==> config.mk <==
export PLATFORM = sky130hd
export DESIGN_NAME = pmu_ram
export DESIGN_NICKNAME = d
export VERILOG_FILES = /design/src/pmu_ram.sv
export SDC_FILE = /design/constraint.sdc
export NUM_CORES = 2
export LEC_CHECK = 0
export BUFFER_PORTS_ARGS = -buffer_cell sky130_fd_sc_hd__buf_2
export CAP_MARGIN = 15
export CORE_MARGIN = 2
export CORE_UTILIZATION = 40
export DETAILED_ROUTE_END_ITERATION = 10
export PLACE_DENSITY = 0.64
export RECOVER_POWER = 50
export SETUP_SLACK_MARGIN = 0.3
export SLEW_MARGIN = 20
export SYNTH_ARGS = -nofsm -noshare
export SYNTH_HDL_FRONTEND = slang
export SYNTH_SLANG_ARGS = --single-unit
==> constraint.sdc <==
create_clock -name clk_i -period 4.9 [get_ports clk_i]
set_input_delay 0.49 -clock clk_i [delete_from_list [all_inputs] [get_ports clk_i]]
set_output_delay 0.49 -clock clk_i [all_outputs]
set_load 0.02 [all_outputs]
==> src/pmu_ram.sv <==
// pmu_ram: generic single-port-write, single-port-read RAM with registered read.
// Width and depth set by parameters. No dependencies.
`default_nettype none

module pmu_ram #(
  parameter int WIDTH = 32,
  parameter int DEPTH = 64
) (
  input  wire logic                                   clk_i,
  input  wire logic                                   we_i,
  input  wire logic [((DEPTH > 1) ? $clog2(DEPTH) : 1)-1:0] waddr_i,
  input  wire logic [WIDTH-1:0]                       wdata_i,
  input  wire logic                                   re_i,
  input  wire logic [((DEPTH > 1) ? $clog2(DEPTH) : 1)-1:0] raddr_i,
  output logic      [WIDTH-1:0]                       rdata_o
);

  logic [WIDTH-1:0] mem_q [DEPTH];
  logic [WIDTH-1:0] rdata_q;

  always_ff @(posedge clk_i) begin
    if (we_i) begin
      mem_q[waddr_i] <= wdata_i;
    end
    if (re_i) begin
      rdata_q <= mem_q[raddr_i];
    end
  end

  assign rdata_o = rdata_q;

endmodule

`default_nettype wire

==> impl_metrics.json <==
{
  "area_growth_pct": 14.3,
  "grt_pass1_wl_um": 281000,
  "grt_usage_pct": 19.8,
  "rsz0062_at_grt": "no",
  "cts.clk_slew.worst_paths_ns": 0.06,
  "internal-power_mw": 29.0,
  "grt_overflow": 0,
  "cts_resized": 0,
  "rr_startpoint": "mem_q[63][3]",
  "leakage_nw": 27.7,
  "max_freq_mhz": 277,
  "drc": 0,
  "tns_ns": 0,
  "cp_common_cell": "clkbuf_1",
  "portBuffers": 78,
  "clock_power_share_pct": 41.1,
  "yosys_register_bits": 2080,
  "synthFlopType": "edfxtp_1",
  "core_um2": 195000,
  "crit_family": "buffers and inverters",
  "rr_endpoint": "rdata_o[3]",
  "skew_ns": 0.0257,
  "grt_max_degree": 79,
  "dp_hpwl_um": 115000,
  "violations": "capacitance limit, slew limit",
  "setup_violations": 0,
  "ir_drop_v": 0.000397,
  "slowest_stage": "clkbuf_1",
  "reg2reg_slack_ns": 2.39,
  "cp-start-kind": "input port",
  "synth_nets": 3371,
  "drtAntennaViolNets": 0,
  "synth_area_um2": 78800,
  "cts_setup_buffers": 0,
  "cts_tree": "done",
  "die_x_um": 448,
  "cts_hold_buf": 0,
  "comb_power_share_pct": 4.8,
  "finalPower_mw": 36.7,
  "r2r_cells": 4,
  "max_cap_violations": 35,
  "worst_pin_slew_ns": 3.30,
  "worstPathCellList": "clkbuf_1 -> clkbuf_1",
  "critPathCaptureType": "flip-flop",
  "cts_root_buffer": "clkbuf_16",
  "gp_congestion": 0.802,
  "htreeDepth": 4,
  "numCtsBuffers": 204,
  "dp_slack_ns": 1.01,
  "fp-row-count": 162,
  "chipHeight_um": 448,
  "crit_required_ns": 5.29,
  "min_to": "mem_q[48][14]",
  "finalCritPeriodShare_pct": 73.7,
  "synth_cell_type_count": 33,
  "seqPwrFrac_pct": 54.0,
  "grt_pass1_vias": 37000,
  "drt_iter0_drc": 4748,
  "max-clock-path-buffers": 3,
  "worst_slack_ns": 1.29,
  "slew_headroom_pct": -120,
  "boundaryPins": 79,
  "synth_edf_count": 2080,
  "p_sw_mw": 7.72,
  "status": "finished with violations",
  "synthArstFlopShare_pct": 0,
  "finalCriticalPeriod_ns": 3.61,
  "p_sw_share_pct": 21.0,
  "vias_per_cell": 5.81,
  "crit_path_max_incr_delay_ns": 1.86,
  "first_pass_iters": 6,
  "hold_start": "waddr_i[2]",
  "cp.arrival_ns": 4.01,
  "wirelength_um": 199000,
  "hold_path_class": "in2reg",
  "syn_inst": 3324,
  "crit_fanout": 18,
  "dpl.cell_count": 6007,
  "maxSlewViolCount": 2131,
  "fin_nets": 3636,
  "start_util_pct": 40.3,
  "crit_type": "in2reg",
  "clkSinkCount": 2080,
  "whs_path_depth": 2,
  "instances_no_fill": 6394,
  "worst-path-buf-inv": 2,
  "drive_above_1_share_pct": 29.1,
  "syn_avg_cell_area_um2": 23.7,
  "synth_warnings": 0,
  "die_area_um2": 201000,
  "post_drt_wl_per_cell_um": 31.1,
  "final_area_um2": 90100,
  "powerDensity_nw_per_um2": 408,
  "hold_viol": 0,
  "seq_area_frac_synth_pct": 79.2,
  "antenna_found_initial": 14,
  "placed_cell_area_um2": 83800,
  "insertion_delay_ns": 0.83,
  "vias": 37200
}
==> cell type report <==
| cell class | count | area, um^2 |
|---|---|---|
| clock inverters | 120 | 980 |
| repair buffers | 241 | 1990 |
| fillers | 16000 | 105000 |
| clock buffers | 257 | 5410 |
| diodes | 10 | 25.0 |
| multi-input cells | 1062 | 15900 |
| well taps | 2624 | 3280 |
| flip-flops and latches | 2080 | 62500 |
==> per-stage QoR <==
step                util [%]  hold WS (ns)
CTS                     46.1         0.153
detailed placement      42.9         0.820
floorplan                  -         0.589
global placement        42.9         0.800
global route            46.1         0.214
finish                  46.1         0.234
==> layout by cell type, fill, tap and decap left out, types with 50 or more instances in the layout <==
cell and instances:
nor2_1 78, a21oi_1 62, clkbuf_1 83, edfxtp_1 2080, mux2i_1 93, clkinv_1 50, buf_4 118, o22ai_1 84
mux4_2 544, clkbuf_16 209, buf_2 51, nor2_4 59
==> worst max path at each step <==
stage / startpoint / endpoint / slack (ns) / cells past startpoint
after floorplan: waddr_i[3] / mem_q[48][0] / 1.25 / 4
after global placement: raddr_i[0] / rdata_o[3] / 1.02 / 7
after detailed placement: raddr_i[0] / rdata_o[3] / 1.01 / 7
after CTS: raddr_i[0] / rdata_o[3] / 1.91 / 7
after global routing: re_i / rdata_o[28] / 1.42 / 2
final: re_i / rdata_o[6] / 1.29 / 2
==> metal layers <==
metal / wire, um / GRT usage [%] / vias to the layer above
met5: 55 / 0 / -
met4: 5210 / 5.41 / 8
met3: 16200 / 3.48 / 284
met2: 97200 / 32.1 / 1757
met1: 80300 / 27.8 / 20200
li1: - / - / 14900
==> registers in the layout, indices dropped and copies added, names as in the netlist <==
name and flops:
rdata_o 32, mem_q 2048
==> logic make-up (layout without fill, tap and decap cells) <==
kind of cell | Yosys count | after routing | synth area share (%)
DFF | 2080 | 2080 | 79.2
other | 0 | 10 | 0
AOI/OAI and AO/OA | 202 | 202 | 1.67
muxes | 637 | 637 | 16.7
and+or+nand+nor | 223 | 223 | 1.26
buffers and inverters | 182 | 618 | 1.12
==> Yosys cell counts (2+ instances only) <==
library cell,instances,share of area [%]
mux4_2,544,16
clkbuf_1,74,0.35
and3_1,4,0.032
a41o_1,4,0.051
nor2b_1,15,0.12
or3_1,3,0.024
o22ai_1,84,0.67
a22oi_1,12,0.11
nand3_1,5,0.032
nand3b_1,5,0.048
buf_4,25,0.24
nor2_1,137,0.65
a311oi_1,8,0.089
nand2b_1,8,0.063
a21oi_1,62,0.39
or3b_1,2,0.022
buf_2,57,0.36
mux2i_1,93,1.2
nor3_1,7,0.044
o221ai_1,27,0.30
nand2_1,26,0.12
and2_1,2,0.016
buf_1,21,0.10
buf_6,5,0.071
nand4_1,2,0.016
edfxtp_1,2080,79
or3b_2,3,0.033
o32ai_1,4,0.044
==> power groups by stage <==
stage	logic [mW]	registers, mW	clock network [mW]
after floorplan	0.959	20.2	0
after global routing	1.88	19.9	16.0
after global placement	1.79	20.2	0
after CTS	1.82	19.8	15.3
after detailed placement	1.81	20.2	0
final	1.78	19.8	15.1
No activity file was read; power rests on OpenSTA's default activity.
