$ cat config.mk
export PLATFORM = sky130hd
export DESIGN_NAME = pmu_div
export DESIGN_NICKNAME = d
export VERILOG_FILES = /design/src/pmu_div.sv
export SDC_FILE = /design/constraint.sdc
export NUM_CORES = 1
export LEC_CHECK = 0
export BUFFER_PORTS_ARGS = -buffer_cell sky130_fd_sc_hd__buf_4
export CAP_MARGIN = 20
export CELL_PAD_IN_SITES_DETAIL_PLACEMENT = 1
export CELL_PAD_IN_SITES_GLOBAL_PLACEMENT = 1
export CORE_ASPECT_RATIO = 0.5
export CORE_MARGIN = 1.5
export CORE_UTILIZATION = 36
export DETAILED_ROUTE_END_ITERATION = 10
export GPL_ROUTABILITY_DRIVEN = 0
export GPL_TIMING_DRIVEN = 1
export PLACE_DENSITY_LB_ADDON = 0.3
export SYNTH_ARGS = -nofsm -noshare
export SYNTH_HDL_FRONTEND = slang
export SYNTH_SLANG_ARGS = --single-unit
$ cat constraint.sdc
create_clock -name clk_i -period 6.3 [get_ports clk_i]
set_clock_uncertainty 0.15 [all_clocks]
set_input_delay 1.89 -clock clk_i [delete_from_list [all_inputs] [get_ports clk_i]]
set_output_delay 1.89 -clock clk_i [all_outputs]
set_load 0.02 [all_outputs]
$ cat src/pmu_div.sv
// pmu_div: iterative restoring divider, one quotient bit per cycle.
// 46-bit dividend over a 31-bit divisor, low 17 quotient bits kept.
// No dependencies.
`default_nettype none

module pmu_div (
  input  wire logic        clk_i,
  input  wire logic        rst_ni,
  input  wire logic        start_i,
  input  wire logic [45:0] dividend_i,
  input  wire logic [30:0] divisor_i,
  output logic             done_o,
  output logic      [16:0] quotient_o
);

  logic [45:0] dvd_q, dvd_d;
  logic [30:0] rem_q, rem_d;
  logic [30:0] dsr_q, dsr_d;
  logic [16:0] quo_q, quo_d;
  logic [5:0]  cnt_q, cnt_d;
  logic        busy_q, busy_d;
  logic        done_q, done_d;
  logic [31:0] trial;

  assign trial = {rem_q, dvd_q[45]};

  always_comb begin
    dvd_d  = dvd_q;
    rem_d  = rem_q;
    dsr_d  = dsr_q;
    quo_d  = quo_q;
    cnt_d  = cnt_q;
    busy_d = busy_q;
    done_d = 1'b0;
    if (start_i) begin
      dvd_d  = dividend_i;
      rem_d  = '0;
      dsr_d  = divisor_i;
      quo_d  = '0;
      cnt_d  = 6'd45;
      busy_d = 1'b1;
    end else if (busy_q) begin
      if (trial >= {1'b0, dsr_q}) begin
        rem_d = 31'(trial - {1'b0, dsr_q});
        quo_d = {quo_q[15:0], 1'b1};
      end else begin
        rem_d = trial[30:0];
        quo_d = {quo_q[15:0], 1'b0};
      end
      dvd_d = {dvd_q[44:0], 1'b0};
      cnt_d = cnt_q - 6'd1;
      if (cnt_q == '0) begin
        busy_d = 1'b0;
        done_d = 1'b1;
      end
    end
  end

  always_ff @(posedge clk_i or negedge rst_ni) begin
    if (!rst_ni) begin
      busy_q <= 1'b0;
      done_q <= 1'b0;
    end else begin
      busy_q <= busy_d;
      done_q <= done_d;
    end
  end

  always_ff @(posedge clk_i) begin
    dvd_q <= dvd_d;
    rem_q <= rem_d;
    dsr_q <= dsr_d;
    quo_q <= quo_d;
    cnt_q <= cnt_d;
  end

  assign done_o     = done_q;
  assign quotient_o = quo_q;

endmodule

`default_nettype wire

==> summary.md, run 1 <==
| Metric | Value |
|---|---|
| Result of the run | `complete, no violations` |
| Most common cell after layout, fill and taps aside | `sky130_fd_sc_hd__buf_4` |
| Pins Over Slew Limit | `0` |
| Startpoint kind of the worst setup timing path | `flop` |
| Cts repair resizes | `0` |
| Number of clock sinks seen by CTS | `133` |
| Initial Util | `37.3%` |
| Number of antenna violations at the first check in global routing | `0` |
| Post-route fraction of the period consumed by the critical path | `59.8%` |
| Warning count from the yosys run | `0` |
| Post-CTS setup-driven buffer insertion count | `0` |
| Clock transition time at the flip-flop clock pins of the worst setup and hold paths | `0.06 ns` |
| Average wire per cell in the routed design | `17.4 µm` |
| Final Hold Vio Count | `0` |
| Cell count after synthesis | `654` |
| Per-instance average area after synthesis | `10.7 µm²` |
| Met1 usage | `23.9%` |
| Worst-path cell with the longest stage delay | `sky130_fd_sc_hd__and2_0` |
| Number of nets produced by synthesis | `768` |
| Count of maximum capacitance violations | `0` |
| Fraction of synthesized cell area taken by the top area cell type | `33.1%` |
| Final period demand of the worst path | `3.77 ns` |
| Violation count after the first detailed-route iteration | `169` |
| Number of flops mapped to enable cells by yosys | `77` |
| Sequential share of the synthesized area | `49.4%` |
| Via density per instance | `5.13` |
| Sequential cell area in the final layout | `3440 µm²` |
| Die X-Extent | `200 µm` |
| Die H | `101 µm` |
| Setup Viol. Count Final | `0` |
| Fill cell instance count of the final layout | `2056` |
| Highest Clock Rate | `265 MHz` |
| Number of routed nets with antenna violations | `0` |
| # hold bufs at CTS | `0` |
| Fraction of layout cells with a size suffix above 1 | `26.0%` |
| Total wire length after detailed routing | `17.5 mm` |
| Clock root cell | `sky130_fd_sc_hd__clkbuf_16` |
| Standard-cell row count | `35` |
| Total global-route track usage | `18.4%` |
| CTS tree | `yes` |
| Clock insertion delay at the later pin of the skew report | `0.43 ns` |
| Critical path capture point type | `flop` |
| Maximum number of pins on one net before global-route repair | `80` |
| Top-level port count | `98` |
| Depth of the CTS H-tree | `4` |
| Longest Clk Path Bufs | `2` |
| Most used DFF post-synth | `sky130_fd_sc_hd__edfxtp_1` |
| Kind of path behind the tightest hold check | `flop to flop` |
| Unrepaired setup endpoints after global routing | `no` |
| Cell family contributing the most delay on the critical path | `simple AND/OR/NAND/NOR gates` |
| First-pass GRT wire length | `28.7 mm` |
| Multi-input combinational cell area | `3210 µm²` |
| Area of the mapped netlist | `6980 µm²` |
| Maximum fanout encountered on the critical timing path | `12` |
| Power density normalized to cell area | `254 nW/µm²` |
| Die area | `20300 µm²` |
| DRC Markers | `0` |
| Top cells by area, synth | `sky130_fd_sc_hd__edfxtp_1 (33%), sky130_fd_sc_hd__dfxtp_1 (15%), sky130_fd_sc_hd__mux2_2 (7.4%)` |
| Detailed Routing Iterations Pass 1 | `4` |
| Vias in the first global route | `5482` |
| Required time reported for the critical path endpoint | `6.47 ns` |
| Via Count | `5185` |
| Met3 GRT Util | `5.79%` |
| Max-Slew Margin vs Limit | `39.0%` |
| Peak per-stage delay on the critical path | `0.55 ns` |
| Residual overflow from global routing | `0` |
| Most crowded layer after global routing | `met2` |
| Minimum setup slack after placement | `2.28 ns` |
| VDD IR-drop max | `0.000195 V` |
| Share of flip-flops with an asynchronous set or reset after synthesis | `1.50%` |
| Worst Path Buf+Inv | `2` |
| Setup tns final | `0 ns` |
| Worst Setup Slack, final | `2.53 ns` |
| Leak | `3.66 nW` |
| Transition time at the pin with the least slew margin | `0.916 ns` |
| Final design utilization | `45.3%` |
| Netlist cell types | `67` |
| NumNets Final | `852` |
| Number of buffers created by CTS | `17` |
| Series of cell instances along the critical path | `inv_1, ha_1, fa_1, nor2b_1, o2111ai_1, a21oi_1, nor3_1, o21ai_4, and2_0, buf_4, mux2_2, a22o_1` |
| Met2 Use GR | `29.4%` |
| Number of flip-flops and latches in the synthesized netlist | `133` |
| Input/output buffers | `97` |
| Syn-to-layout area delta | `21.4%` |
| Sum of net half-perimeters after detailed placement | `12.1 mm` |
| Cell accounting for the most synthesized area | `sky130_fd_sc_hd__edfxtp_1` |
| Diodes inserted | `0` |
| Most frequent cells in the layout | `sky130_fd_sc_hd__buf_4 (101), sky130_fd_sc_hd__edfxtp_1 (77), sky130_fd_sc_hd__nor2_1 (60)` |
| Core Area | `18700 µm²` |
| Type of the worst setup path | `flop to flop` |
| Arr. time, crit path | `3.94 ns` |
| Reg2Reg Setup Slack | `2.53 ns` |
final timing paths:
kind / endpoint / cells after the start / startpoint
min in group asynchronous: done_o / 1 / rst_ni
worst max-delay path: rem_q[16] / 12 / dvd_q[45]
worst min register to register: rem_q[5] / 2 / rem_q[4]
worst max register to register: rem_q[16] / 12 / dvd_q[45]
max in group asynchronous: busy_q / 1 / rst_ni
worst min-delay path: rem_q[5] / 2 / rem_q[4]
report_power, final:
part | leakage (nW) | total [mW] | switching [mW] | internal [mW]
sequential | 1.25 | 0.993 | 0.0173 | 0.976
clock | 0.284 | 0.961 | 0.406 | 0.555
combinational | 2.13 | 0.196 | 0.0979 | 0.0985
total | 3.66 | 2.15 | 0.521 | 1.63
logic make-up after synthesis:
logic type	share of synthesized area, %
buffers and inverters	4.68
AND/OR/NAND/NOR	12.4
adder cells (fa/ha/maj)	6.21
flip-flops	49.4
AO/OA/AOI/OAI	13.6
XOR/XNOR	3.89
multiplexers	9.87
synth_stat cells, drive strengths merged, types with 14 or more instances:
master   n
a21o    14
a21oi   28
a311oi  19
buf     15
clkbuf  21
dfxtp   54
edfxtp  77
ha      33
inv     45
mux2    46
mux2i   17
nand2   61
nor2    60
o21ai   18
xnor2   15
xor2    16
worst register-to-register path: stages, from the launching register on:
cell and delay [ns]:
sky130_fd_sc_hd__edfxtp_1 0.37, sky130_fd_sc_hd__inv_1 0.05, sky130_fd_sc_hd__ha_1 0.21, sky130_fd_sc_hd__fa_1 0.41
sky130_fd_sc_hd__nor2b_1 0.19, sky130_fd_sc_hd__o2111ai_1 0.16, sky130_fd_sc_hd__a21oi_1 0.31, sky130_fd_sc_hd__nor3_1 0.17
sky130_fd_sc_hd__o21ai_4 0.21, sky130_fd_sc_hd__and2_0 0.55, sky130_fd_sc_hd__buf_4 0.32, sky130_fd_sc_hd__mux2_2 0.36
sky130_fd_sc_hd__a22o_1 0.19
routing by layer:
metal  vias to the layer above  share of wire, %
met5                         -                 0
met4                         0               1.1
met3                        15               5.6
met2                        90                46
met1                      2525                48
li1                       2555                 -
final cells by class:
| type | count | area share, % |
|---|---|---|
| tap | 259 | 3.83 |
| timing repair buffer | 101 | 8.95 |
| inverter | 45 | 1.99 |
| multi-input combinational | 440 | 37.8 |
| clock inverter | 12 | 1.06 |
| sequential | 133 | 40.7 |
| clock buffer | 20 | 5.66 |
metrics by stage:
step	cell area, µm²	cells	hold WS (ns)	total power, mW
2_1_floorplan	6980	654	0.319	1.13
3_3_place_gp	7900	978	0.327	1.20
3_5_place_dp	7900	978	0.341	1.21
4_1_cts	8470	1010	0.352	2.18
5_1_grt	8470	1010	0.384	2.24
6_report	8470	1010	0.352	2.15
registers in the layout (all words and copies together), names as in the netlist:
name        flops
quotient_o     17
cnt_q           6
done_o          1
busy_q          1
dsr_q          31
dvd_q          46
rem_q          31
No activity file was read; power rests on OpenSTA's default activity.
==> run 2: changes to the inputs <==
Clock period 6.3 ns to 3.2 ns, I/O delays scaled along.
==> summary.md, run 2 (synthesized netlist as in run 1, its figures left out) <==
| Metric | Value |
|---|---|
| Final Hold Vio Count | `0 (unchanged)` |
| Count of maximum capacitance violations | `0 (unchanged)` |
| NumNets Final | `872 (was 852)` |
| VDD IR-drop max | `0.000365 V (was 0.000195 V)` |
| Input/output buffers | `97 (unchanged)` |
| Multi-input combinational cell area | `3220 µm² (was 3210 µm²)` |
| Max-Slew Margin vs Limit | `57.3% (was 39.0%)` |
| Die H | `101 µm (unchanged)` |
| Syn-to-layout area delta | `24.2% (was 21.4%)` |
| Final period demand of the worst path | `3.02 ns (was 3.77 ns)` |
| Reg with most FFs | `dvd_q (unchanged)` |
| Setup Viol. Count Final | `0 (unchanged)` |
| Max FFs per register | `46 (unchanged)` |
| Post-CTS setup-driven buffer insertion count | `0 (unchanged)` |
| Type of the worst setup path | `flop to flop (unchanged)` |
| Top-level port count | `98 (unchanged)` |
| Worst-path cell with the longest stage delay | `sky130_fd_sc_hd__or4_1 (was sky130_fd_sc_hd__and2_0)` |
| Transition time at the pin with the least slew margin | `0.632 ns (was 0.916 ns)` |
| Most frequent cells in the layout | `sky130_fd_sc_hd__buf_4 (120), sky130_fd_sc_hd__edfxtp_1 (77), sky130_fd_sc_hd__nor2_1 (60) (was sky130_fd_sc_hd__buf_4 (101), sky130_fd_sc_hd__edfxtp_1 (77), sky130_fd_sc_hd__nor2_1 (60))` |
| Longest Clk Path Bufs | `2 (unchanged)` |
| Total global-route track usage | `18.4% (about the same)` |
| First-pass GRT wire length | `28.5 mm (was 28.7 mm)` |
| Critical path capture point type | `flop (unchanged)` |
| Kind of path behind the tightest hold check | `input pin to asynchronous set/reset pin (was flop to flop)` |
| Unrepaired setup endpoints after global routing | `no (unchanged)` |
| Number of buffers created by CTS | `17 (unchanged)` |
| DRC Markers | `0 (unchanged)` |
| Depth of the CTS H-tree | `4 (unchanged)` |
| Number of routed nets with antenna violations | `0 (unchanged)` |
| Worst Setup Slack, final | `0.179 ns (was 2.53 ns)` |
| Die X-Extent | `200 µm (unchanged)` |
| Standard-cell row count | `35 (unchanged)` |
| Number of clock sinks seen by CTS | `133 (unchanged)` |
| Series of cell instances along the critical path | `inv_1, ha_1, nand2_2, nor2_1, nand2_1, or4_4, o21ai_4, nand2_2, or4_1, a311oi_2 (was inv_1, ha_1, fa_1, nor2b_1, o2111ai_1, a21oi_1, nor3_1, o21ai_4, and2_0, buf_4, mux2_2, a22o_1)` |
| Peak per-stage delay on the critical path | `0.56 ns (was 0.55 ns)` |
| Maximum fanout encountered on the critical timing path | `7 (was 12)` |
| Worst hold margin | `0.146 ns (was 0.352 ns)` |
| Clock root cell | `sky130_fd_sc_hd__clkbuf_16 (unchanged)` |
| Power density normalized to cell area | `492 nW/µm² (was 254 nW/µm²)` |
| Detailed Routing Iterations Pass 1 | `4 (unchanged)` |
| Via Count | `5315 (was 5185)` |
| Die area | `20300 µm² (unchanged)` |
| Sequential cell area in the final layout | `3440 µm² (unchanged)` |
| Minimum setup slack after placement | `0.162 ns (was 2.28 ns)` |
| Average wire per cell in the routed design | `16.9 µm (was 17.4 µm)` |
| Residual overflow from global routing | `0 (unchanged)` |
| Initial Util | `37.3% (unchanged)` |
| Startpoint kind of the worst setup timing path | `flop (unchanged)` |
| Clock insertion delay at the later pin of the skew report | `0.43 ns (about the same)` |
| Most common cell after layout, fill and taps aside | `sky130_fd_sc_hd__buf_4 (unchanged)` |
| Number of antenna violations at the first check in global routing | `1 (was 0)` |
| Required time reported for the critical path endpoint | `3.39 ns (was 6.47 ns)` |
| Arr. time, crit path | `3.21 ns (was 3.94 ns)` |
| Setup tns final | `0 ns (unchanged)` |
| Post-route fraction of the period consumed by the critical path | `94.4% (was 59.8%)` |
| Count of placed standard cells in the final layout, fillers left out | `1031 (was 1010)` |
| CTS tree | `yes (unchanged)` |
| Total wire length after detailed routing | `17.4 mm (was 17.5 mm)` |
| Clock transition time at the flip-flop clock pins of the worst setup and hold paths | `0.06 ns (about the same)` |
| Leak | `3.78 nW (was 3.66 nW)` |
| Total design power | `4.26 mW (was 2.15 mW)` |
| CP dominant cell by count | `sky130_fd_sc_hd__nand2_2` |
| Largest registers | `dvd_q x46, dsr_q x31, rem_q x31 (unchanged)` |
| Via density per instance | `5.16 (was 5.13)` |
| Maximum number of pins on one net before global-route repair | `47 (was 80)` |
| Sum of net half-perimeters after detailed placement | `12.5 mm (was 12.1 mm)` |
| Result of the run | `complete, no violations (unchanged)` |
| Violation count after the first detailed-route iteration | `263 (was 169)` |
| Core Area | `18700 µm² (unchanged)` |
| Number of placed cells counting well taps | `998 (was 978)` |
| Fraction of layout cells with a size suffix above 1 | `28.7% (was 26.0%)` |
| Fill cell instance count of the final layout | `2063 (was 2056)` |
| Highest Clock Rate | `331 MHz (was 265 MHz)` |
| Pins Over Slew Limit | `0 (unchanged)` |
| Vias in the first global route | `5530 (was 5482)` |
## run 2: cell count changes in the layout (fill, tap and decap cells not counted), sizes merged
cell / before / now
buf: 101 / 121
clkinv: 7 / 5
inv: 49 / 51
clkbuf: 20 / 21
clkinvlp: 1 / 0
diode: 0 / 1
## run 2: area by class of cell
class,instances,area share (%)
antenna,1,0.0289
tap,259,3.74
timing repair buffer,121,10.6
multi-input combinational,440,37.2
inverter,45,1.95
clock buffer,21,5.71
sequential,133,39.8
clock inverter,11,0.953
## run 2: what timing repair did
action | in CTS | in global routing
endpoints found under the setup margin | 0 | 30
resized for setup | 0 | 7
hold buffers | 0 | 0
## run 2: worst paths after layout
check | start | endpoint | slack (ns) | cells after the start
worst max-delay path | dsr_q[19] | rem_q[27] | 0.18 | 10
max in group asynchronous | rst_ni | busy_q | 2.66 | 1
worst min-delay path | rst_ni | busy_q | 0.15 | 1
min in group clk_i | quotient_o[16] | quotient_o[16] | 0.35 | 2
worst min register to register | quotient_o[16] | quotient_o[16] | 0.35 | 2
worst max register to register | dsr_q[19] | rem_q[27] | 0.18 | 10
## run 2: report_power, final
group | internal [mW] | switching, mW
logic | 0.204 | 0.194
registers | 1.92 | 0.0339
clock network | 1.12 | 0.793
total | 3.24 | 1.02
## run 2: worst max-delay path: cells and delay by family (launching register included)
kind	cells	cell delay (ns)
AO/OA/AOI/OAI	2	0.45
adder cells (fa/ha/maj)	1	0.43
buffers and inverters	1	0.04
flip-flops	1	0.33
AND/OR/NAND/NOR	6	1.54
## run 2: through the flow
step | utilization, % | cell area, µm²
after floorplan | - | 6980
after global placement | 43.1 | 8060
after detailed placement | 43.1 | 8060
after CTS | 46.2 | 8640
after global routing | 46.3 | 8660
final | 46.3 | 8660
## run 2: per-layer routing
metal  vias up  track usage (%)  part of all wire (%)
met4         0             6.54                   1.4
met3        20             6.59                   6.7
met5         -                0                     0
met2       114             28.6                    44
li1       2584                -                     -
met1      2597             23.8                    48
