**config.mk**
```make
export PLATFORM = sky130hd
export DESIGN_NAME = pmu_sqrt
export DESIGN_NICKNAME = d
export VERILOG_FILES = /design/src/pmu_sqrt.sv
export SDC_FILE = /design/constraint.sdc
export NUM_CORES = 1
export LEC_CHECK = 0
export BUFFER_PORTS_ARGS = -buffer_cell sky130_fd_sc_hd__buf_2
export CAP_MARGIN = 20
export CORE_MARGIN = 5
export CORE_UTILIZATION = 39
export CTS_BUF_LIST = sky130_fd_sc_hd__clkbuf_8
export CTS_CLUSTER_DIAMETER = 200
export DETAILED_ROUTE_END_ITERATION = 8
export SLEW_MARGIN = 20
export SYNTH_ARGS = -nofsm -noshare
export SYNTH_HDL_FRONTEND = slang
export SYNTH_SLANG_ARGS = --single-unit
```
**constraint.sdc**
```tcl
create_clock -name clk_i -period 6.7 [get_ports clk_i]
set_input_delay 0.67 -clock clk_i [delete_from_list [all_inputs] [get_ports clk_i]]
set_output_delay 0.67 -clock clk_i [all_outputs]
set_load 0.01 [all_outputs]
```
**src/pmu_sqrt.sv**
```systemverilog
// pmu_sqrt: iterative integer square root, two radicand bits per cycle.
// Floor of the root of a 62-bit value. No dependencies.
`default_nettype none

module pmu_sqrt (
  input  wire logic        clk_i,
  input  wire logic        rst_ni,
  input  wire logic        start_i,
  input  wire logic [61:0] radicand_i,
  output logic             done_o,
  output logic      [30:0] root_o
);

  logic [63:0] rem_q, rem_d;
  logic [63:0] res_q, res_d;
  logic [63:0] bit_q, bit_d;
  logic        busy_q, busy_d;
  logic        done_q, done_d;
  logic [63:0] trial;

  assign trial = res_q + bit_q;

  always_comb begin
    rem_d  = rem_q;
    res_d  = res_q;
    bit_d  = bit_q;
    busy_d = busy_q;
    done_d = 1'b0;
    if (start_i) begin
      rem_d  = {2'b00, radicand_i};
      res_d  = '0;
      bit_d  = 64'd1 << 62;
      busy_d = 1'b1;
    end else if (busy_q) begin
      if (rem_q >= trial) begin
        rem_d = rem_q - trial;
        res_d = (res_q >> 1) + bit_q;
      end else begin
        res_d = res_q >> 1;
      end
      bit_d = bit_q >> 2;
      if (bit_q[0]) begin
        busy_d = 1'b0;
        done_d = 1'b1;
      end
    end
  end

  always_ff @(posedge clk_i or negedge rst_ni) begin
    if (!rst_ni) begin
      busy_q <= 1'b0;
      done_q <= 1'b0;
    end else begin
      busy_q <= busy_d;
      done_q <= done_d;
    end
  end

  always_ff @(posedge clk_i) begin
    rem_q <= rem_d;
    res_q <= res_d;
    bit_q <= bit_d;
  end

  assign done_o = done_q;
  assign root_o = res_q[30:0];

endmodule

`default_nettype wire

```
==> results.md, run 1 <==
Run:
- The number of maximum-capacitance constraint violations is 0.

Layout:
- The filler cells instantiated in the layout total just over 4k.
- 0 antenna diodes ended up in the layout.
- The area of the multi-input gates is 10790 um^2.
- The post-route netlist has 11.12% of its cells at a drive strength greater than 1.
- In the final design database the tool counted 2180 nets.
- The area growth from synthesis to layout is 6.458%.
- Across the whole layout, storage elements account for 3877 um^2.

Pwr:
- The power after layout is 6724 uW.
- The power density over cell area is 404.9 nW/um^2.
- Across the VDD grid, the largest voltage drop is 244.5 uV.
- For this design the static power due to leakage is just under 0.007 uW.

Timing:
- The slew at the pin closest to its max-slew limit is 0.9912 ns.
- Summed over all failing endpoints, the final setup total negative slack is 0 ns.
- Between clock sinks in the finished design, the worst skew comes to 0.02376 ns.
- Setup repair after global routing left no endpoint under its margin.
- The share of the clock period used by the worst path is a little over nine tenths.
- The final-report max-slew violation count came to 0.
- The number of endpoints with negative hold slack in the final report is 0.
- For this run, the top clock speed supported by timing is 157.0 MHz.
- The smallest clock period supported by the final layout is computed as 6.371 ns.
- The worst slew margin relative to its limit is about a third.
- Setup violations remaining at the end of the flow were counted as 0.

Yosys:
- The number of enable-type register cells in the synthesized netlist is 62.
- The net count after synthesis is 2177.
- After synthesis, the netlist uses 93 different library cells.
- The share of synthesized area in the top cell type comes to 12.58%.
- Summed over all instances, the cell type with the most area after synthesis is sky130_fd_sc_hd__dfxtp_1.
- Synthesis handed over a netlist of 1981 instances.
- Synthesis inferred 162 register bits.
- The number of warning messages in the yosys log is 0.
- The synthesized cell area is roughly 16000 um^2.
- The average cell area after synthesis is 7.874 um^2.
- The top flip-flop cell by instance count after synthesis is sky130_fd_sc_hd__dfxtp_1.
- By area the synthesized netlist is led by sky130_fd_sc_hd__dfxtp_1 (13%), sky130_fd_sc_hd__edfxtp_1 (12%), sky130_fd_sc_hd__ha_1 (10%).
- Of all flip-flops after synthesis, the portion carrying an async set or reset was 1.235%.
- The portion of the post-synthesis area used by sequential elements is 24.84%.

GRT:
- The via count of the first global-routing pass came to 14.45k.
- The initial antenna violation count is 1.
- The pin count of the biggest net entering global routing is just under 100.
- The first-pass GRT wire length is 76790 um.
- For this run, global-route usage on met2 was measured as roughly 38%.
- Global routing finished with a remaining overflow of 0.
- For this run, the total global-route usage over all layers was measured as a little over a fifth.
- The met3 track utilization from global routing is 4.644%.
- For met1 alone, demand over resource in global routing was 26.47%.
- The most used routing layer is met2.

CTS:
- The number of sinks driven by the clock tree is 162.
- The clock transition at the registers of the reported paths is 0.11 ns.
- The CTS tree is built.
- The cell at the root of the clock tree is sky130_fd_sc_hd__clkbuf_8.
- Post-CTS timing repair inserted 0 buffers for setup.
- The longest clock path from root to sink contains 2 buffers.
- The number of buffers added by the clock tree synthesis step is 17.
- Clock latency on the worst-skew pair, taken at its later pin, is 0.53 ns.
- The depth of the CTS H-tree is 4.

Placement:
- The weighted congestion at the end of routability-driven global placement is 0.9531.
- In this run the tool buffered the top-level ports with 96 buffer cells.
- Summed over all nets, the half-perimeter wirelength after detailed placement is 37540 um.

Routing:
- Dividing the detail-routed wire length by the instance count gives roughly 19 um.
- The final routed wirelength across all metal layers is 48780 um.
- For this block, the via count after detailed routing is 14.71k.
- The number of optimization iterations in the first detailed-route pass is 5.
- In the routed design, unresolved DRC markers number 0.
- The violation count after the first detailed-routing iteration is 1104.
- Using the TritonRoute via totals, the vias-per-cell ratio works out to 5.832.
- The count of antenna-violating nets left after detailed routing is 0.

Setup path:
- The arrival time reported for the critical path endpoint is ~6.8 ns.
- The worst setup path is launched from a flop.
- STA puts the critical path data required time at 7.13 ns.
- The sort of element at the end of the critical path is a flop.
- The number of cells on the worst reg-to-reg path is 21.
- The maximum fanout along the worst path is 27.
- The worst setup path category is flop to flop.

Floorplanning:
- The floorplan step set the die width to 210.0 um.
- The chip height is 210.0 um.
- The initial utilization of the core area, before any placement, comes to 39.35%.
- Row generation in the floorplan step produced 73 rows.
- The die covers 44090 um^2.
- The count of pins on the block boundary is 97.
- In this run the standard cell core region covers 39640 um^2.

Min path:
- The worst hold path depth is 3.
- The class of the tightest hold or removal check is input pin to flop.

Run status:
- The run finished with clean final reports.
-- kinds of logic after synthesis --
logic type	share of synthesized area, %
fa+ha+maj	10.56
mux	3.963
flops	24.84
compound gates	26.62
xor+xnor	8.367
buf+inv	6.241
simple gates	19.41
-- cells in the final DEF, fill, tap and decap left out, types with 54 or more instances in the layout --
master                     instances
sky130_fd_sc_hd__inv_1            54
sky130_fd_sc_hd__o21ai_0         160
sky130_fd_sc_hd__xnor2_1          81
sky130_fd_sc_hd__a21oi_1         134
sky130_fd_sc_hd__edfxtp_1         62
sky130_fd_sc_hd__xor2_1           68
sky130_fd_sc_hd__buf_2            95
sky130_fd_sc_hd__ha_1            130
sky130_fd_sc_hd__a31oi_1          66
sky130_fd_sc_hd__nand2_1         214
sky130_fd_sc_hd__nor2_1          207
sky130_fd_sc_hd__dfxtp_1          98
sky130_fd_sc_hd__mux2i_1          55
-- synth_stat cells, types with 17 or more instances --
library cell	number
sky130_fd_sc_hd__a211oi_1	31
sky130_fd_sc_hd__a21o_1	36
sky130_fd_sc_hd__a21oi_1	134
sky130_fd_sc_hd__a311oi_1	17
sky130_fd_sc_hd__a31oi_1	67
sky130_fd_sc_hd__and2_1	20
sky130_fd_sc_hd__buf_2	22
sky130_fd_sc_hd__buf_4	35
sky130_fd_sc_hd__clkbuf_1	66
sky130_fd_sc_hd__dfxtp_1	98
sky130_fd_sc_hd__edfxtp_1	62
sky130_fd_sc_hd__ha_1	130
sky130_fd_sc_hd__inv_1	54
sky130_fd_sc_hd__mux2i_1	55
sky130_fd_sc_hd__nand2_1	215
sky130_fd_sc_hd__nand3_1	37
sky130_fd_sc_hd__nand4_1	50
sky130_fd_sc_hd__nor2_1	207
sky130_fd_sc_hd__nor3_1	37
sky130_fd_sc_hd__o21ai_0	160
sky130_fd_sc_hd__o21ai_1	18
sky130_fd_sc_hd__o21bai_1	31
sky130_fd_sc_hd__or3_1	24
sky130_fd_sc_hd__xnor2_1	81
sky130_fd_sc_hd__xor2_1	68
-- routing by layer --
layer	vias up	wire, um
met4	2	1145
met3	72	2710
met1	6957	20940
li1	7272	-
met2	405	23970
met5	-	13
-- power breakdown --
group          internal, uW  leakage (uW)  switching (uW)
clock network           309      0.000201             432
registers              1410       0.00145             232
logic                  1650       0.00508            2690
total                  3370       0.00673            3360
-- path summary, 6_finish.rpt --
kind / endpoint / slack (ns) / start
worst max-delay path: res_q[5]$_SDFFE_PP0P_ / 0.33 / bit_q[0]$_SDFFE_PP0P_
worst min-delay path: rem_q[26]$_DFFE_PP_ / 0.43 / radicand_i[26]
worst max register to register: res_q[5]$_SDFFE_PP0P_ / 0.33 / bit_q[0]$_SDFFE_PP0P_
worst min register to register: rem_q[62]$_SDFFE_PP0P_ / 0.52 / rem_q[62]$_SDFFE_PP0P_
max in group asynchronous: busy_q$_DFF_PN0_ / 6.12 / rst_ni
min in group asynchronous: busy_q$_DFF_PN0_ / 0.48 / rst_ni
-- through the flow --
stage	utilization, %	instances	hold WS [ns]	setup slack [ns]	area (um^2)
3_5_place_dp	40.84	2488	0.4569	0.3141	16190
4_1_cts	41.81	2521	0.3882	0.2511	16570
2_1_floorplan	-	1981	0.3744	0.6961	15600
3_3_place_gp	40.84	2488	0.4563	0.4474	16190
6_report	41.89	2522	0.4252	0.3289	16600
5_1_grt	41.89	2522	0.3977	0.01494	16600
-- sequential cells by signal, indices dropped and copies added, names as in the netlist --
name,flops
done_o,1
busy_q,1
rem_q,64
bit_q,32
res_q,64
-- area by class of cell --
class / instances / share of cell area, %
well taps: 525 / 3.956
clock inverters: 14 / 0.7535
multi-input cells: 1627 / 64.95
inverters: 54 / 1.221
clock buffers: 18 / 1.492
flip-flops and latches: 162 / 23.35
repair buffers: 122 / 4.272
-- what timing repair did --
| item | 4_1_cts | 5_1_grt |
|---|---|---|
| setup endpoints to repair | 0 | 18 |
| hold buffers | 1 | 0 |
| endpoints found under the hold margin | 2 | 0 |
| gates resized for setup | 0 | 4 |
-- worst max-delay path, cell delays in order, from the launching register on --
cell and delay [ns]:
sky130_fd_sc_hd__dfxtp_1 0.37, sky130_fd_sc_hd__ha_1 0.22, sky130_fd_sc_hd__ha_1 0.21, sky130_fd_sc_hd__a21o_1 0.21
sky130_fd_sc_hd__a31oi_1 0.24, sky130_fd_sc_hd__o311a_1 0.31, sky130_fd_sc_hd__a31oi_2 0.14, sky130_fd_sc_hd__a31oi_2 0.40
sky130_fd_sc_hd__o221ai_1 0.28, sky130_fd_sc_hd__o21ai_1 0.48, sky130_fd_sc_hd__o21ai_0 0.21, sky130_fd_sc_hd__xnor2_1 0.18
sky130_fd_sc_hd__ha_1 0.42, sky130_fd_sc_hd__nand4_1 0.25, sky130_fd_sc_hd__nor4_4 0.40, sky130_fd_sc_hd__nand4b_2 0.30
sky130_fd_sc_hd__o21ai_1 0.32, sky130_fd_sc_hd__a211oi_4 0.12, sky130_fd_sc_hd__o21a_4 0.27, sky130_fd_sc_hd__buf_4 0.27
sky130_fd_sc_hd__or3_1 0.36, sky130_fd_sc_hd__a311oi_1 0.27
(Power assumes the default switching activity.)
==> inputs of run 2 (changes only) <==
Clock period 6.7 ns to 6.9 ns, I/O delays scaled along.
==> run 2 against run 1 <==
Clock skew shrank 0.0035 ns. Register-to-register slack gained 0.04 ns. Via count shrank 0.33%. Setup slack gained 0.042 ns. First-iteration DRC count shrank 2.0%. Die area is the same. Worst hold slack gained 0.013 ns. Sequential cell count is the same. Critical endpoint is now rem_q[19]$_DFFE_PP_. Largest cell class unchanged.
==> results.md, run 2 (synthesis results as in run 1) <==
Setup path:
- In this run the worst setup path terminates at rem_q[19]$_DFFE_PP_.
- The depth of the worst register-to-register path came to 21 (unchanged).
- The maximum fanout along the worst path came to 47 (+74%).
- STA classifies the critical path endpoint as a flop.
- The startpoint class of the critical path is a flop.
- The reg2reg setup slack was 0.37 ns (+0.04 ns).
- The worst setup path is of the flop to flop kind.
- The critical path starts at res_q[2]$_SDFFE_PP0P_.
- The arrival time reported for the critical path endpoint is 6.73 ns (-0.07 ns).
- The startpoint identified for the worst register-to-register timing path is res_q[2]$_SDFFE_PP0P_.
- The data required time of the critical path came to 7.10 ns (-0.03 ns).
- In this run the critical register-to-register path is captured at rem_q[19]$_DFFE_PP_.

Layout:
- The library cell used most frequently in the layout, excluding fill and tap cells, is sky130_fd_sc_hd__nand2_1.
- The cell area after layout came to 16520 um^2 (-0.54%).
- The growth of design area from synthesis to finish is 5.888%.
- The fraction of final layout cells with drive strength greater than 1 is 10.66% (-0.45 points).
- In the final layout, the registers with the most flip-flops are rem_q: 64 flops, res_q: 64 flops, bit_q: 32 flops.
- Leaving out fill and tap cells, the most frequent cells in the layout are sky130_fd_sc_hd__nand2_1 (214), sky130_fd_sc_hd__nor2_1 (207), sky130_fd_sc_hd__o21ai_0 (160).
- The count of filler cells inserted in the layout was 4180 (+0.94%).
- The antenna diode count is 0 (unchanged).
- The number of nets in the finished design is 2171 (-0.41%).
- The final core area utilization is 41.66% (-0.22 points).

Placement:
- The post-DP HPWL is 37340 um (-0.55%).
- The count of input and output buffers came to 96 (unchanged).
- The weighted congestion at the end of routability-driven global placement is 0.9385 (-1.5%).
- The cell area after placement is 16110 um^2 (-0.49%).

Floorplanning:
- The starting utilization of the core area was 39.35% (unchanged).
- The number of placement rows was 73 (unchanged).
- The count of pins on the block boundary was 97 (unchanged).
- The floorplan core area is 39640 um^2 (unchanged).
- The chip height is 210.0 um (unchanged).
- The total die area is 44090 um^2 (unchanged).
- The die span in x came to 210.0 um (unchanged).

Timing:
- The post-route minimum period is 6.530 ns (+0.1585 ns).
- The share of the clock period used by the worst path is 94.63% (-0.46 points).
- The final hold slack was 0.4384 ns (+0.01322 ns).
- The number of endpoints with negative hold slack in the final report is 0 (unchanged).
- The number of endpoints failing setup at the final stage is 0 (unchanged).
- The accumulated negative setup slack is 0 ns (unchanged).
- The worst slew margin relative to its limit is 26.10% (-7.8 points).
- Setup repair after global routing left no endpoint under its margin.
- The final-report max-slew violation count was 0 (unchanged).
- The worst-case clock skew is 0.02026 ns (-0.003504 ns).
- The highest clock rate is 153.2 MHz (-2.4%).
- The slew at the pin closest to its max-slew limit is 1.108 ns (+0.1172 ns).

Routing:
- The via count was 14.66k (-0.33%).
- The post-detailed-route DRC marker count is 0 (unchanged).
- The violation count after the first detailed-routing iteration is 1082 (-2.0%).
- The number of optimization iterations in the first detailed-route pass is 5 (unchanged).
- The average vias per placed instance is 5.834 (about the same).
- The count of antenna-violating nets left after detailed routing is 0 (unchanged).
- The final routed wirelength across all metal layers is 48740 um (about the same).
- The detail-routed net length per standard cell came to 19.40 um (+0.28%).

Run status:
- The run finished with clean final reports.

GRT:
- The residual overflow from global routing came to 0 (unchanged).
- The initial antenna violation count is 0 (-1).
- The global router's overall resource usage is 21.24% (-0.22 points).
- The via count of the first global-routing pass was 14.12k (-2.3%).
- The pin count of the biggest net entering global routing is 112 (+15%).
- The first-pass GRT wire length is 76420 um (-0.49%).

CTS:
- The cell at the root of the clock tree is sky130_fd_sc_hd__clkbuf_8.
- The clock transition at the registers of the reported paths is 0.11 ns (about the same).
- The maximum buffer depth of the clock tree is 2 (unchanged).
- The source-to-sink clock delay at the later pin of the worst-skew pair is 0.53 ns (about the same).
- The number of buffers inserted by post-CTS setup repair is 0 (unchanged).
- The number of sinks driven by the clock tree is 162 (unchanged).
- The CTS tree is built.
- The depth of the CTS H-tree is 4 (unchanged).
- The number of buffers added by the clock tree synthesis step came to 17 (unchanged).

Pwr:
- The power density over cell area came to 393.5 nW/um^2 (-2.8%).
- The peak supply drop is 201.4 uV (-18%).
- The leakage dissipation came to 0.006680 uW (-0.80%).

Run:
- The number of maximum-capacitance constraint violations is 0 (unchanged).

Min path:
- The class of the tightest hold or removal check is input pin to flop.
## run 2: how the worst min path moves through the flow
stage / to / slack [ns] / start / depth (start not counted)
floorplan: busy_q$_DFF_PN0_ / 0.39 / rst_ni / 0
global placement: done_o$_DFF_PN0_ / 0.48 / rst_ni / 1
detailed placement: done_o$_DFF_PN0_ / 0.48 / rst_ni / 1
CTS: rem_q[10]$_DFFE_PP_ / 0.40 / radicand_i[10] / 3
global route: rem_q[6]$_DFFE_PP_ / 0.43 / radicand_i[6] / 3
finish: rem_q[7]$_DFFE_PP_ / 0.44 / radicand_i[7] / 3
## run 2: critical path: stages (launching register included)
cell and delay [ns]:
sky130_fd_sc_hd__dfxtp_1 0.45, sky130_fd_sc_hd__ha_1 0.31, sky130_fd_sc_hd__a31oi_2 0.29, sky130_fd_sc_hd__o21bai_2 0.10, sky130_fd_sc_hd__a31oi_1 0.37, sky130_fd_sc_hd__o31ai_2 0.19, sky130_fd_sc_hd__a31oi_1 0.39, sky130_fd_sc_hd__o211ai_2 0.24
sky130_fd_sc_hd__nor3_1 0.26, sky130_fd_sc_hd__nor3_1 0.10, sky130_fd_sc_hd__o41ai_1 0.35, sky130_fd_sc_hd__xor2_1 0.17, sky130_fd_sc_hd__ha_1 0.48, sky130_fd_sc_hd__nand4_1 0.27, sky130_fd_sc_hd__nor4_4 0.42, sky130_fd_sc_hd__nand4b_2 0.33
sky130_fd_sc_hd__o21ai_1 0.33, sky130_fd_sc_hd__a211oi_4 0.13, sky130_fd_sc_hd__o21ai_4 0.23, sky130_fd_sc_hd__nand2_1 0.28, sky130_fd_sc_hd__nand2_2 0.18, sky130_fd_sc_hd__buf_12 0.25
## run 2: layout make-up
class	count	area (um^2)	share of cell area (%)
Clock buffer	17	234.0	1.417
Clock inverter	15	133.9	0.8106
Inverter	54	202.7	1.227
Multi-Input combinational cell	1627	10780	65.26
Sequential cell	162	3877	23.48
Tap cell	525	656.9	3.977
Timing Repair Buffer	113	633.1	3.833
## run 2: through the flow
| step | cells | power (uW) | setup WS (ns) |
|---|---|---|---|
| final | 2513 | 6499 | 0.3705 |
| after global routing | 2513 | 7024 | 0.01671 |
| after CTS | 2512 | 6421 | 0.3799 |
| after detailed placement | 2479 | 5681 | 0.4088 |
| after global placement | 2479 | 5660 | 0.5401 |
| after floorplan | 1981 | 4751 | 0.8961 |
## run 2: what timing repair did
item | CTS | global route
hold buffers | 1 | 0
endpoints found under the hold margin | 2 | 0
setup endpoints to repair | 0 | 12
resized for setup | 0 | 4
## run 2: metal layers
| layer | routed length [um] | up-vias | share of wire (%) | GRT usage, % |
|---|---|---|---|---|
| met5 | 0 | - | 0 | 0 |
| met1 | 21670 | 6981 | 44 | 26.97 |
| met2 | 23710 | 348 | 49 | 37.00 |
| li1 | - | 7270 | - | - |
| met3 | 2284 | 61 | 4.7 | 3.944 |
| met4 | 1084 | 0 | 2.2 | 6.098 |
## run 2: where the power goes
part | internal (uW) | switching (uW) | leakage, uW
combinational | 1570 | 2610 | 0.00503
clock | 289 | 426 | 0.000198
sequential | 1370 | 227 | 0.00145
total | 3230 | 3270 | 0.00668
